<file path="src/rtl/tsc_pkg.sv">
// shared types and constants for the tilt sensor conditioner
package tsc_pkg;

  // input sample as it arrives from the sensor side
  typedef struct packed {
    logic signed [15:0] sample_x;
    logic signed [15:0] sample_y;
    logic signed [15:0] sample_z;
    logic               waiting_mode;
    logic               settled;
  } tsc_in_t;

  // conditioned result item
  typedef struct packed {
    logic signed [15:0] x_axis;
    logic signed [15:0] y_axis;
    logic               tilt_active;
    logic               x_changed;
    logic               y_changed;
  } tsc_out_t;

  // configuration register indexes
  localparam logic [1:0] REG_MOUNT_ORIENTATION = 2'd0;
  localparam logic [1:0] REG_DEAD_ZONE         = 2'd1;
  localparam logic [1:0] REG_TILT_THRESHOLD    = 2'd2;

  localparam int CFG_DATA_W = 15;

  // mount orientation fields
  localparam int ORIENT_Z_BIT = 3;

  localparam logic [2:0] ROT_IDENTITY = 3'd0;
  localparam logic [2:0] ROT_CW90     = 3'd1;
  localparam logic [2:0] ROT_180      = 3'd2;
  localparam logic [2:0] ROT_CCW90    = 3'd3;
  localparam logic [2:0] ROT_FLIP_X   = 3'd4;
  localparam logic [2:0] ROT_ANTIDIAG = 3'd5;
  localparam logic [2:0] ROT_FLIP_Y   = 3'd6;
  localparam logic [2:0] ROT_SWAP     = 3'd7;

  // offset divider sequencer
  typedef enum logic [1:0] {
    DIV_IDLE,
    DIV_PREP,
    DIV_MUL,
    DIV_FIX
  } tsc_div_state_t;

endpackage

</file>
<file path="src/rtl/tsc_offset_div.sv">
// floor average of the calibration sums by reciprocal multiplication
module tsc_offset_div #(
  parameter int CAL_SAMPLES = 50,
  parameter int SUM_W       = 22
) (
  input  logic                    clk,
  input  logic                    rst,
  input  logic                    start,
  input  logic signed [SUM_W-1:0] x_sum,
  input  logic signed [SUM_W-1:0] y_sum,
  output logic                    busy,
  output logic signed [15:0]      x_offset,
  output logic signed [15:0]      y_offset
);
  import tsc_pkg::*;

  localparam int SHIFT = SUM_W + 7;
  localparam int MW    = SHIFT + 1;
  localparam int PW    = SUM_W + MW;
  localparam longint unsigned RECIP_L = (64'd1 << SHIFT) / CAL_SAMPLES;
  localparam logic [MW-1:0]    RECIP   = MW'(RECIP_L);
  localparam logic [SUM_W-1:0] DIVISOR = SUM_W'(CAL_SAMPLES);

  tsc_div_state_t state;
  tsc_div_state_t state_next;

  logic             x_neg;
  logic             y_neg;
  logic [SUM_W-1:0] x_mag;
  logic [SUM_W-1:0] y_mag;
  logic [PW-1:0]    x_prod;
  logic [PW-1:0]    y_prod;

  logic [SUM_W-1:0] x_flip;
  logic [SUM_W-1:0] y_flip;
  logic [SUM_W-1:0] x_mag_next;
  logic [SUM_W-1:0] y_mag_next;
  logic [SUM_W-1:0] x_q0;
  logic [SUM_W-1:0] y_q0;
  logic [SUM_W-1:0] x_back;
  logic [SUM_W-1:0] y_back;
  logic [SUM_W-1:0] x_rem;
  logic [SUM_W-1:0] y_rem;
  logic [SUM_W-1:0] x_q;
  logic [SUM_W-1:0] y_q;
  logic [SUM_W-1:0] x_off_next;
  logic [SUM_W-1:0] y_off_next;

  // next state
  always_comb begin
    state_next = state;
    case (state)
      DIV_IDLE: if (start) state_next = DIV_PREP;
      DIV_PREP: state_next = DIV_MUL;
      DIV_MUL:  state_next = DIV_FIX;
      DIV_FIX:  state_next = DIV_IDLE;
      default:  state_next = DIV_IDLE;
    endcase
  end

  // outputs of the sequencer
  always_comb begin
    case (state)
      DIV_IDLE: busy = 1'b0;
      default:  busy = 1'b1;
    endcase
  end

  always_ff @(posedge clk) begin
    if (rst) begin
      state <= DIV_IDLE;
    end else begin
      state <= state_next;
    end
  end

  // negative sums divide as ceil of the magnitude, then negate
  always_comb begin
    x_flip     = SUM_W'(-x_sum);
    y_flip     = SUM_W'(-y_sum);
    x_mag_next = x_sum[SUM_W-1] ? x_flip + DIVISOR - SUM_W'(1) : SUM_W'(x_sum);
    y_mag_next = y_sum[SUM_W-1] ? y_flip + DIVISOR - SUM_W'(1) : SUM_W'(y_sum);
  end

  // quotient estimate is exact or one low; one compare fixes it
  always_comb begin
    x_q0       = SUM_W'(x_prod >> SHIFT);
    y_q0       = SUM_W'(y_prod >> SHIFT);
    x_back     = SUM_W'(x_q0 * DIVISOR);
    y_back     = SUM_W'(y_q0 * DIVISOR);
    x_rem      = x_mag - x_back;
    y_rem      = y_mag - y_back;
    x_q        = (x_rem >= DIVISOR) ? x_q0 + SUM_W'(1) : x_q0;
    y_q        = (y_rem >= DIVISOR) ? y_q0 + SUM_W'(1) : y_q0;
    x_off_next = x_neg ? SUM_W'(-x_q) : x_q;
    y_off_next = y_neg ? SUM_W'(-y_q) : y_q;
  end

  // datapath stages
  always_ff @(posedge clk) begin
    if (state == DIV_PREP) begin
      x_neg <= x_sum[SUM_W-1];
      y_neg <= y_sum[SUM_W-1];
      x_mag <= x_mag_next;
      y_mag <= y_mag_next;
    end
    if (state == DIV_MUL) begin
      x_prod <= PW'(x_mag) * PW'(RECIP);
      y_prod <= PW'(y_mag) * PW'(RECIP);
    end
  end

  always_ff @(posedge clk) begin
    if (rst) begin
      x_offset <= '0;
      y_offset <= '0;
    end else if (state == DIV_FIX) begin
      x_offset <= x_off_next[15:0];
      y_offset <= y_off_next[15:0];
    end
  end

endmodule

</file>
<file path="src/rtl/tilt_sensor_conditioner_unit.sv">
// tilt sensor conditioner top level: calibration, offset removal, rotation, tilt flag
// latency: a sample passes the stage a register and then the result register before its result is presented
// throughput: one sample per cycle unless result_ready stalls the result path; after the
//   last calibration sample, sample_ready stays low while the divider runs its PREP, MUL and FIX states
// reset: synchronous, active high; clears config to defaults and starts a calibration
module tilt_sensor_conditioner_unit #(
  parameter int CAL_SAMPLES  = 50,
  parameter int SAMPLE_WIDTH = 16
) (
  input  logic                           clk,
  input  logic                           rst,
  input  logic                           sample_valid,
  output logic                           sample_ready,
  input  tsc_pkg::tsc_in_t               sample_data,
  output logic                           result_valid,
  input  logic                           result_ready,
  output tsc_pkg::tsc_out_t              result_data,
  input  logic                           cfg_write,
  input  logic [1:0]                     cfg_index,
  input  logic [tsc_pkg::CFG_DATA_W-1:0] cfg_data
);
  import tsc_pkg::*;

  localparam int CNT_W = $clog2(CAL_SAMPLES + 1);
  localparam int SUM_W = 16 + CNT_W;
  localparam int CW    = (SAMPLE_WIDTH > 17) ? SAMPLE_WIDTH : 17;
  localparam logic signed [CW-1:0] SAT_MAX = CW'((1 << (SAMPLE_WIDTH - 1)) - 1);
  localparam logic [CNT_W-1:0]     CAL_LAST = CNT_W'(CAL_SAMPLES);

  function automatic logic signed [CW-1:0] mag(input logic signed [CW-1:0] v);
    mag = v[CW-1] ? -v : v;
  endfunction

  // configuration registers
  logic [3:0]  mount_orientation;
  logic [14:0] dead_zone;
  logic [14:0] tilt_threshold;

  always_ff @(posedge clk) begin
    if (rst) begin
      mount_orientation <= '0;
      dead_zone         <= '0;
      tilt_threshold    <= 15'h7fff;
    end else if (cfg_write) begin
      case (cfg_index)
        REG_MOUNT_ORIENTATION: mount_orientation <= cfg_data[3:0];
        REG_DEAD_ZONE:         dead_zone         <= cfg_data[14:0];
        REG_TILT_THRESHOLD:    tilt_threshold    <= cfg_data[14:0];
        default: ;
      endcase
    end
  end

  // handshake
  logic sample_xfer;
  logic div_busy;
  logic a_valid;
  logic a_adv;

  assign sample_xfer  = sample_valid && sample_ready;
  assign a_adv        = a_valid && (!result_valid || result_ready);
  assign sample_ready = !div_busy && (!a_valid || a_adv);

  // calibration control
  logic                    calibrating;
  logic                    recentered;
  logic [CNT_W-1:0]        cal_count;
  logic signed [SUM_W-1:0] x_sum;
  logic signed [SUM_W-1:0] y_sum;
  logic signed [15:0]      x_offset;
  logic signed [15:0]      y_offset;

  logic signed [15:0]      hx;
  logic signed [15:0]      hy;
  logic                    start_cal;
  logic                    cal_now;
  logic [CNT_W-1:0]        cnt_inc;
  logic signed [SUM_W-1:0] x_sum_next;
  logic signed [SUM_W-1:0] y_sum_next;
  logic                    cal_done;

  always_comb begin
    hx         = mount_orientation[ORIENT_Z_BIT] ? sample_data.sample_z : sample_data.sample_x;
    hy         = sample_data.sample_y;
    start_cal  = sample_data.waiting_mode && !recentered;
    cal_now    = calibrating || start_cal;
    cnt_inc    = (start_cal ? '0 : cal_count) + CNT_W'(1);
    x_sum_next = (start_cal ? '0 : x_sum) + SUM_W'(hx);
    y_sum_next = (start_cal ? '0 : y_sum) + SUM_W'(hy);
    cal_done   = sample_xfer && cal_now && (cnt_inc == CAL_LAST);
  end

  always_ff @(posedge clk) begin
    if (rst) begin
      calibrating <= 1'b1;
      recentered  <= 1'b0;
      cal_count   <= '0;
      x_sum       <= '0;
      y_sum       <= '0;
    end else if (sample_xfer) begin
      recentered <= sample_data.waiting_mode;
      if (cal_now) begin
        // final sums stay put for the divider
        x_sum <= x_sum_next;
        y_sum <= y_sum_next;
        if (cnt_inc == CAL_LAST) begin
          calibrating <= 1'b0;
          cal_count   <= '0;
        end else begin
          calibrating <= 1'b1;
          cal_count   <= cnt_inc;
        end
      end
    end
  end

  tsc_offset_div #(
    .CAL_SAMPLES(CAL_SAMPLES),
    .SUM_W      (SUM_W)
  ) u_div (
    .clk     (clk),
    .rst     (rst),
    .start   (cal_done),
    .x_sum   (x_sum),
    .y_sum   (y_sum),
    .busy    (div_busy),
    .x_offset(x_offset),
    .y_offset(y_offset)
  );

  // stage a: offset removal and saturation
  logic signed [CW-1:0] diff_x;
  logic signed [CW-1:0] diff_y;
  logic signed [CW-1:0] sat_x;
  logic signed [CW-1:0] sat_y;
  logic signed [CW-1:0] a_x;
  logic signed [CW-1:0] a_y;
  logic                 a_settled;

  always_comb begin
    diff_x = CW'(hx) - CW'(x_offset);
    diff_y = CW'(hy) - CW'(y_offset);
    if (diff_x > SAT_MAX)       sat_x = SAT_MAX;
    else if (diff_x < -SAT_MAX) sat_x = -SAT_MAX;
    else                        sat_x = diff_x;
    if (diff_y > SAT_MAX)       sat_y = SAT_MAX;
    else if (diff_y < -SAT_MAX) sat_y = -SAT_MAX;
    else                        sat_y = diff_y;
  end

  always_ff @(posedge clk) begin
    if (rst) begin
      a_valid <= 1'b0;
    end else if (sample_xfer && !cal_now) begin
      a_valid <= 1'b1;
    end else if (a_adv) begin
      a_valid <= 1'b0;
    end
  end

  always_ff @(posedge clk) begin
    if (sample_xfer && !cal_now) begin
      a_x       <= sat_x;
      a_y       <= sat_y;
      a_settled <= sample_data.settled;
    end
  end

  // stage b: dead zone, rotation, tilt hysteresis, change detect
  logic signed [CW-1:0] dz;
  logic signed [CW-1:0] th;
  logic signed [CW-1:0] zx;
  logic signed [CW-1:0] zy;
  logic signed [CW-1:0] rx;
  logic signed [CW-1:0] ry;
  logic                 over;
  logic                 under;
  logic                 tilt_state;
  logic                 tilt_next;
  logic signed [CW-1:0] prior_x;
  logic signed [CW-1:0] prior_y;

  always_comb begin
    dz = CW'(dead_zone);
    th = CW'(tilt_threshold);
    zx = (mag(a_x) < dz || !a_settled) ? '0 : a_x;
    zy = (mag(a_y) < dz || !a_settled) ? '0 : a_y;
    case (mount_orientation[2:0])
      ROT_IDENTITY: begin rx = zx;  ry = zy;  end
      ROT_CW90:     begin rx = -zy; ry = zx;  end
      ROT_180:      begin rx = -zx; ry = -zy; end
      ROT_CCW90:    begin rx = zy;  ry = -zx; end
      ROT_FLIP_X:   begin rx = -zx; ry = zy;  end
      ROT_ANTIDIAG: begin rx = -zy; ry = -zx; end
      ROT_FLIP_Y:   begin rx = zx;  ry = -zy; end
      ROT_SWAP:     begin rx = zy;  ry = zx;  end
      default:      begin rx = zx;  ry = zy;  end
    endcase
    over  = (mag(rx) > th) || (mag(ry) > th);
    under = (mag(rx) < th) && (mag(ry) < th);
    if (!tilt_state && over)     tilt_next = 1'b1;
    else if (tilt_state && under) tilt_next = 1'b0;
    else                         tilt_next = tilt_state;
  end

  always_ff @(posedge clk) begin
    if (rst) begin
      result_valid <= 1'b0;
      tilt_state   <= 1'b0;
      prior_x      <= '0;
      prior_y      <= '0;
    end else if (a_adv) begin
      result_valid <= 1'b1;
      tilt_state   <= tilt_next;
      prior_x      <= rx;
      prior_y      <= ry;
    end else if (result_ready) begin
      result_valid <= 1'b0;
    end
  end

  // result register
  always_ff @(posedge clk) begin
    if (a_adv) begin
      result_data.x_axis      <= rx[15:0];
      result_data.y_axis      <= ry[15:0];
      result_data.tilt_active <= tilt_next;
      result_data.x_changed   <= (rx != prior_x);
      result_data.y_changed   <= (ry != prior_y);
    end
  end

endmodule

</file>
<file path="config.mk">
export PLATFORM = sky130hd
export DESIGN_NAME = tilt_sensor_conditioner_unit
export DESIGN_NICKNAME = d
export VERILOG_FILES = /design/src/rtl/tsc_pkg.sv /design/src/rtl/tsc_offset_div.sv /design/src/rtl/tilt_sensor_conditioner_unit.sv
export SDC_FILE = /design/constraint.sdc
export NUM_CORES = 2
export LEC_CHECK = 0
export BUFFER_PORTS_ARGS = -buffer_cell sky130_fd_sc_hd__buf_2
export CAP_MARGIN = 20
export CORE_UTILIZATION = 45
export CTS_BUF_LIST = sky130_fd_sc_hd__clkbuf_2
export CTS_CLUSTER_SIZE = 20
export DETAILED_ROUTE_END_ITERATION = 16
export PLACE_DENSITY = 0.59
export REMOVE_ABC_BUFFERS = 1
export SLEW_MARGIN = 20
export SYNTH_ARGS = -nofsm -noshare
export SYNTH_HDL_FRONTEND = slang
export SYNTH_SLANG_ARGS = --single-unit
</file>
<file path="constraint.sdc">
create_clock -name clk -period 14.6 [get_ports clk]
set_input_delay 2.92 -clock clk [delete_from_list [all_inputs] [get_ports clk]]
set_output_delay 2.92 -clock clk [all_outputs]
set_load 0.01 [all_outputs]
</file>
# Word-level counts from Yosys, hierarchy flattened
# Cells that the tools add are included.
[word_totals]
word_cells = 160
output_inout_bits = 37
inputBits = 72
register_bits = 363
[classes]
magnitude_cmp = 12
mux = 30
n_eq_ne = 16
reduce_logical = 41
add_sub_neg = 23
n_mul = 4
[op_table]
columns = ["op", "n"]
rows = [
  ["$mux W17", 8],
  ["$pmux W17 S4", 2],
  ["$neg A17 Y17", 6],
  ["$mul A22 B23 Y45 const B", 2],
  ["$mux W16", 5],
  ["$lt A17 B16 Y1", 4],
  ["$add A22 B22 Y22", 2],
  ["$add A22 B6 Y22 const B", 2],
  ["$ge A22 B6 Y1 const B", 2],
  ["$mux W22", 2],
  ["$neg A22 Y22", 2],
  ["$sub A22 B1 Y22 const B", 2],
  ["$sub A22 B22 Y22", 2],
  ["$mul A17 B5 Y21 const B", 2],
  ["$mux W21", 2],
  ["$gt A17 B16 Y1", 2],
  ["$gt A17 B16 Y1 const B", 2],
  ["$lt A17 B16 Y1 const B", 2],
  ["$ne A17 B17 Y1", 2],
  ["$sub A16 B16 Y17", 2],
  ["$add A16 B1 Y16 const B", 2],
  ["$neg A16 Y16", 2],
  ["$reduce_or A2 Y1", 10],
  ["$eq A3 B3 Y1 const B", 4],
  ["18 further kinds", 53],
]

# Depth between registers and ports, before layout
[depth]
word_depth = 14
ltp_mapped = 42
depth_no_buf = 38

# Modules after synthesis
# Synthesis repeated with hierarchy kept, for this count alone.
[hier_totals]
hier_cells = 4744
area_unflattened_um2 = 42881.1
[by_module_without_submodules]
columns = ["mod", "instances", "seq_area_each_um2", "area_each_um2", "cells_per_inst"]
rows = [
  ["tsc_offset_div", 1, 3083.0, 26958.4, 2762],
  ["tilt_sensor_conditioner_unit", 1, 4564.4, 15922.8, 1982],
]

# Least setup slack after synthesis
# OpenSTA, ideal clock, no wires.
[synth_path]
path_type = "register to register"
from = "register a_y[4]"
to = "register result_data[2] in the netlist's numbering, data pin"
synth_period_minus_slack_ps = 8105
required_time_ps = 14341
arrival_time_ps = 7846
path_stages_with_launch = 41
path_slack_ps = 6495
setup_ps = 259
cell_sequence = "edfxtp_1 nor4_4 or3b_2 or4b_4 or3_1 and2_1 xnor2_1 ha_1 o2111ai_1 a31oi_1 nor2_1 o311ai_0 a211oi_4 nor2_4 buf_2 nand2_1 ha_1 clkbuf_1 [5 not listed] a2111oi_2 nor2_2 mux2_2 ha_1 nor2b_1 o21a_1 o21ai_0 nand2b_1 a21oi_1 nor2b_1 o21ai_0 a21oi_1 nor2_1 o21ai_0 a211oi_1 nor3_1 o21ai_2 nand2_1"
[synth_via]
elab_chain_len = 14
[synth_lines]
columns = ["item", "line", "rtl"]
rows = [
  ["from (decl)", "tilt_sensor_conditioner_unit.sv:137", "logic signed [CW-1:0] a_y;"],
  ["from (signal assigned)", "tilt_sensor_conditioner_unit.sv:164", "a_y <= sat_y;"],
  ["$neg A17 Y17", "tilt_sensor_conditioner_unit.sv:31", "mag = v[CW-1] ? -v : v;"],
  ["$mux W17", "tilt_sensor_conditioner_unit.sv:31", ""],
  ["$lt A17 B16 Y1", "tilt_sensor_conditioner_unit.sv:187", "zy = (mag(a_y) < dz || !a_settled) ? '0 : a_y;"],
  ["$logic_or A1 B1 Y1", "tilt_sensor_conditioner_unit.sv:187", ""],
  ["$mux W17 *", "tilt_sensor_conditioner_unit.sv:187", ""],
  ["$neg A17 Y17", "--", ""],
  ["$pmux W17 S4", "tilt_sensor_conditioner_unit.sv:188", "case (mount_orientation[2:0])"],
  ["$neg A17 Y17", "tilt_sensor_conditioner_unit.sv:31", ""],
  ["$mux W17", "tilt_sensor_conditioner_unit.sv:31", ""],
  ["$lt A17 B16 Y1", "tilt_sensor_conditioner_unit.sv:200", "under = (mag(rx) < th) && (mag(ry) < th);"],
  ["$logic_and A1 B1 Y1", "tilt_sensor_conditioner_unit.sv:200", ""],
  ["$logic_and A1 B1 Y1", "tilt_sensor_conditioner_unit.sv:202", "else if (tilt_state && under) tilt_next = 1'b0;"],
  ["$mux W1", "tilt_sensor_conditioner_unit.sv:202", ""],
  ["$mux W1 *", "tilt_sensor_conditioner_unit.sv:201", "if (!tilt_state && over) tilt_next = 1'b1;"],
  ["via tilt_next", "tilt_sensor_conditioner_unit.sv:179", "logic tilt_next;"],
  ["to (decl)", "tilt_sensor_conditioner_unit.sv:17", "output tsc_pkg::tsc_out_t result_data,"],
]
# The timed path passes the listed nets; every way through them passes the cells marked *.
# A chain may end at the register's enable or synchronous reset.

# Worst setup path in the final report
[layout_path]
from = "register a_y[2]"
to = "register result_data[2] in the netlist's numbering, data pin"
# The elaborated chain is that of the path after synthesis.

==> results.txt <==
The run finished with clean final reports. The synthesized netlist occupies a cell area of 0.04252 mm^2. The tools report the total clock sinks as 307. Final period utilization: 0.6302. Global routing finished with a remaining overflow of 0. The wire length of the first global-routing pass was 186,000 um.

The startpoint identified for the worst register-to-register timing path is a_y[2]. The initial antenna violation count is 10, and the post-cts sizing count is 0. In this run the worst path has a maximum fanout of 19. For the sequential-to-total area share from yosys stat, the log shows 0.1798. Setup violations remaining at the end of the flow were counted as 0. Routability-driven placement finished with a final weighted congestion of 0.9633.

In this run, the number of DRC markers left after iteration 0 of detailed routing was 2,024. The net count reported at finish was 6,011. The maximum number of pins on one net before global-route repair was 101; the number of enable-type register cells in the synthesized netlist was 150.

The number of different library cells used by synthesis comes to 99. After clock tree synthesis, the flow added hold-fix buffers numbering 0. Across the routed clock network, the largest skew measured is 0.1072 ns. The number of cells on the worst reg-to-reg path came out at 39.

First element of the critical path: a_y[2]. The chip width was 309.4 um; the fraction of layout instances using a drive strength above 1 was 0.07407. Before antenna repair, the detailed router went through 6 iterations. The max-slew violation total from the final report is 0.

The floorplan step defined a die boundary enclosing 0.09573 mm^2. The die extent in y was 309.4 um. The root buffer cell chosen for the clock tree is sky130_fd_sc_hd__clkbuf_2.

The worst hold path belongs to the class flop to flop. The tools report the via count of the first global-routing pass as 33.72k. The hold-critical path depth was 2; the count of H-tree levels built during CTS was 3. Buffers placed on the I/O ports in this run total 108. The actual slew at the worst max-slew pin was 1.048 ns.

STA classifies the critical path endpoint as a flop. The startpoint identified for the worst hold timing path is u_div.x_offset[5]. STA puts the critical path data required time at 15.42 ns.

TritonCTS built the clock tree. After detailed routing, the number of vias per cell comes to 5.396. Max-cap violations in this run came to 0.

The layer with the highest usage is met2. STA puts the critical path data arrival time at 10.02 ns. In the final routed layout, each cell accounts on average for 18.80 um.

In this run the remaining antenna-violating nets after routing total 0. The gate count after technology mapping came out at 4,765. Among all flip-flop cells after synthesis, the most frequent one is sky130_fd_sc_hd__dfxtp_1.

The kind of start point of the critical path is a flop. The row count is 112, and the setup TNS is 0 ns. The start-to-end type of the worst setup path was flop to flop. The later pin in the worst-skew pair is clocked with a latency of 1.15 ns. The critical path's slowest cell was sky130_fd_sc_hd__edfxtp_1.

The delay of the slowest cell on the worst path was 0.60 ns. The Yosys step of the flow raised 0 warnings. The filler cells instantiated in the layout total 9,216. The flip-flop and latch count after synthesis came out at 307. The initial standard-cell utilization of the core was 0.4549.

The final count of hold timing violations is 0. Counting along the longest clock path gives a buffer depth of 3. The met1 usage was 0.3354; the global-route total usage across every layer was 0.2489.

The number of remaining DRC errors is 0, and the time the worst path needs with I/O delays and setup is 9.201 ns. The fraction of met3 tracks used by global routing came out at 0.02958. After synthesis, the mean cell area works out to 8.924 um^2. The run gives 0 as the post-CTS setup repair buffer count.

The async set-reset flop share out of synthesis was 0; the CTS buffer count was 84. The wire-length estimate of the detail-placed layout is 96,350 um. For the worst slew margin relative to its limit, the log shows 0.2965. The routing usage on met2 is 0.4215, and the highest clock frequency the design can meet is 0.1087 GHz. Setup repair after global routing left no endpoint under its margin. After clock tree synthesis, the clock-pin slew on the worst setup and hold paths is 0.10 ns. The boundary pin count came out at 109.

The area inside the core boundary is 0.09347 mm^2. The area growth from synthesis to layout is 6.288%. Detailed routing inserted a total of 33.41k vias.

Total length of routed wires: 116,400 um.
-- cell usage after synthesis (17+ instances only) --
library cell                count  share of area
sky130_fd_sc_hd__nand2b_1      52         0.0077
sky130_fd_sc_hd__o31ai_1       22         0.0039
sky130_fd_sc_hd__edfxtp_1     150           0.11
sky130_fd_sc_hd__dfxtp_1      157          0.074
sky130_fd_sc_hd__or2_2         19         0.0028
sky130_fd_sc_hd__a31oi_1       38         0.0056
sky130_fd_sc_hd__nor4_1        26         0.0038
sky130_fd_sc_hd__or4_1         17         0.0030
sky130_fd_sc_hd__mux2i_1       39         0.0092
sky130_fd_sc_hd__xor2_1       100          0.021
sky130_fd_sc_hd__nor2_1       268          0.024
sky130_fd_sc_hd__o211ai_1      22         0.0039
sky130_fd_sc_hd__nor2b_1       33         0.0049
sky130_fd_sc_hd__o21a_1        32         0.0056
sky130_fd_sc_hd__inv_1        829          0.073
sky130_fd_sc_hd__and3_1        36         0.0053
sky130_fd_sc_hd__nand2_1      339          0.030
sky130_fd_sc_hd__o22ai_1       17         0.0025
sky130_fd_sc_hd__o21bai_1      23         0.0041
sky130_fd_sc_hd__o2111ai_1     17         0.0035
sky130_fd_sc_hd__and2_1        58         0.0085
sky130_fd_sc_hd__mux2_2        21         0.0056
sky130_fd_sc_hd__xnor2_1      228          0.047
sky130_fd_sc_hd__nand4_1       48         0.0071
sky130_fd_sc_hd__a211o_1       26         0.0054
sky130_fd_sc_hd__o21ai_0      166          0.020
sky130_fd_sc_hd__fa_1         362           0.17
sky130_fd_sc_hd__ha_1         721           0.21
sky130_fd_sc_hd__a21o_1        56         0.0099
sky130_fd_sc_hd__clkbuf_1     120          0.011
sky130_fd_sc_hd__nand3_1       70         0.0082
sky130_fd_sc_hd__a21oi_1      260          0.031
sky130_fd_sc_hd__a211oi_1      48         0.0085
sky130_fd_sc_hd__nor3_1        70         0.0082
sky130_fd_sc_hd__or3_1         28         0.0041
-- sequential cells by signal (all words and copies together) (netlist names), 17 cells and up --
| register | flops |
|---|---|
| u_div.y_prod | 17 |
| y_sum | 22 |
| result_data | 35 |
| a_x | 17 |
| u_div.x_mag | 22 |
| a_y | 17 |
| u_div.y_mag | 22 |
| u_div.x_prod | 17 |
| prior_y | 17 |
| x_sum | 22 |
| prior_x | 17 |
-- cells by family (layout without fill, tap and decap cells) --
logic type               count (synthesis)  in the layout  share of synthesized area
buffers and inverters                  963           1126                    0.08539
adder cells (fa/ha/maj)               1083           1083                     0.3826
AO/OA/AOI/OAI                          891            891                     0.1387
XOR/XNOR                               328            328                    0.06756
other                                    0             10                          0
flip-flops                             307            307                     0.1798
multiplexers                            60             60                    0.01474
AND/OR/NAND/NOR                       1133           1133                     0.1312
-- metrics by stage --
stage               instance area, um^2  worst slack (ns)    util  instances  hold slack [ns]
detailed placement                44370             5.577  0.4747       6024           0.4517
finish                            45200             5.399  0.4835       6192           0.4680
global placement                  44370             5.590  0.4747       6024           0.4428
CTS                               45160             5.473  0.4832       6182           0.4670
floorplan                         42010             6.486       -       4634           0.4303
global route                      45180             4.854  0.4834       6186           0.4849
-- final cells by class --
cell class / count / area, um^2 / share of cell area
timing repair buffer: 136 / 765.7 / 0.01694
clock buffer: 124 / 620.6 / 0.01373
sequential: 307 / 7647 / 0.1692
clock inverter: 34 / 175.2 / 0.003876
tap: 1254 / 1569 / 0.03472
antenna: 10 / 25.02 / 0.0005537
inverter: 832 / 3123 / 0.06910
multi-input combinational: 3495 / 31270 / 0.6919
-- critical path: cells and delay by family, from the launching register on --
kind	cells	cell delay, ns
DFF	1	0.60
adders and majority gates	3	1.01
muxes	1	0.36
and+or+nand+nor	19	3.97
buffers and inverters	1	0.24
AOI/OAI and AO/OA	14	2.56
xor gates and xnor gates	1	0.12
-- worst paths after layout --
path                            slack [ns]                 to
worst max-delay path                  5.40     result_data[2]
worst min-delay path                  0.47  u_div.x_offset[5]
worst max register to register        5.40     result_data[2]
worst min register to register        0.47  u_div.x_offset[5]
-- layer usage --
layer	vias up	part of all wire
met3	145	0.047
met5	-	0.00018
li1	16474	-
met2	691	0.47
met4	4	0.024
met1	16098	0.46
-- layout by cell type (no fill, tap or decap), types with 19 or more instances in the layout --
master | synthesis | layout
sky130_fd_sc_hd__o21bai_1 | 23 | 23
sky130_fd_sc_hd__a211o_1 | 26 | 26
sky130_fd_sc_hd__nand4_1 | 48 | 48
sky130_fd_sc_hd__and2_1 | 58 | 58
sky130_fd_sc_hd__nand2b_1 | 52 | 52
sky130_fd_sc_hd__nand3_1 | 70 | 70
sky130_fd_sc_hd__nor2b_1 | 33 | 33
sky130_fd_sc_hd__and3_1 | 36 | 36
sky130_fd_sc_hd__a21o_1 | 56 | 56
sky130_fd_sc_hd__a211oi_1 | 48 | 48
sky130_fd_sc_hd__mux2i_1 | 39 | 39
sky130_fd_sc_hd__o211ai_1 | 22 | 22
sky130_fd_sc_hd__xor2_1 | 100 | 100
sky130_fd_sc_hd__ha_1 | 721 | 719
sky130_fd_sc_hd__mux2_2 | 21 | 21
sky130_fd_sc_hd__or3_1 | 28 | 28
sky130_fd_sc_hd__o21ai_0 | 166 | 166
sky130_fd_sc_hd__xnor2_1 | 228 | 227
sky130_fd_sc_hd__buf_4 | 1 | 28
sky130_fd_sc_hd__nor3_1 | 70 | 70
sky130_fd_sc_hd__nor4_1 | 26 | 26
sky130_fd_sc_hd__o31ai_1 | 22 | 22
sky130_fd_sc_hd__nand2_1 | 339 | 339
sky130_fd_sc_hd__buf_2 | 4 | 107
sky130_fd_sc_hd__nor2_1 | 268 | 267
sky130_fd_sc_hd__clkbuf_2 | 0 | 124
sky130_fd_sc_hd__a31oi_1 | 38 | 38
sky130_fd_sc_hd__a21oi_1 | 260 | 260
sky130_fd_sc_hd__fa_1 | 362 | 362
sky130_fd_sc_hd__dfxtp_1 | 157 | 157
sky130_fd_sc_hd__or2_2 | 19 | 19
sky130_fd_sc_hd__inv_1 | 829 | 829
sky130_fd_sc_hd__o21a_1 | 32 | 32
sky130_fd_sc_hd__clkinv_1 | 2 | 22
sky130_fd_sc_hd__edfxtp_1 | 150 | 150
Power is not shown: default switching activity piles up to over one toggle a cycle in this logic, so the estimate is an artifact.
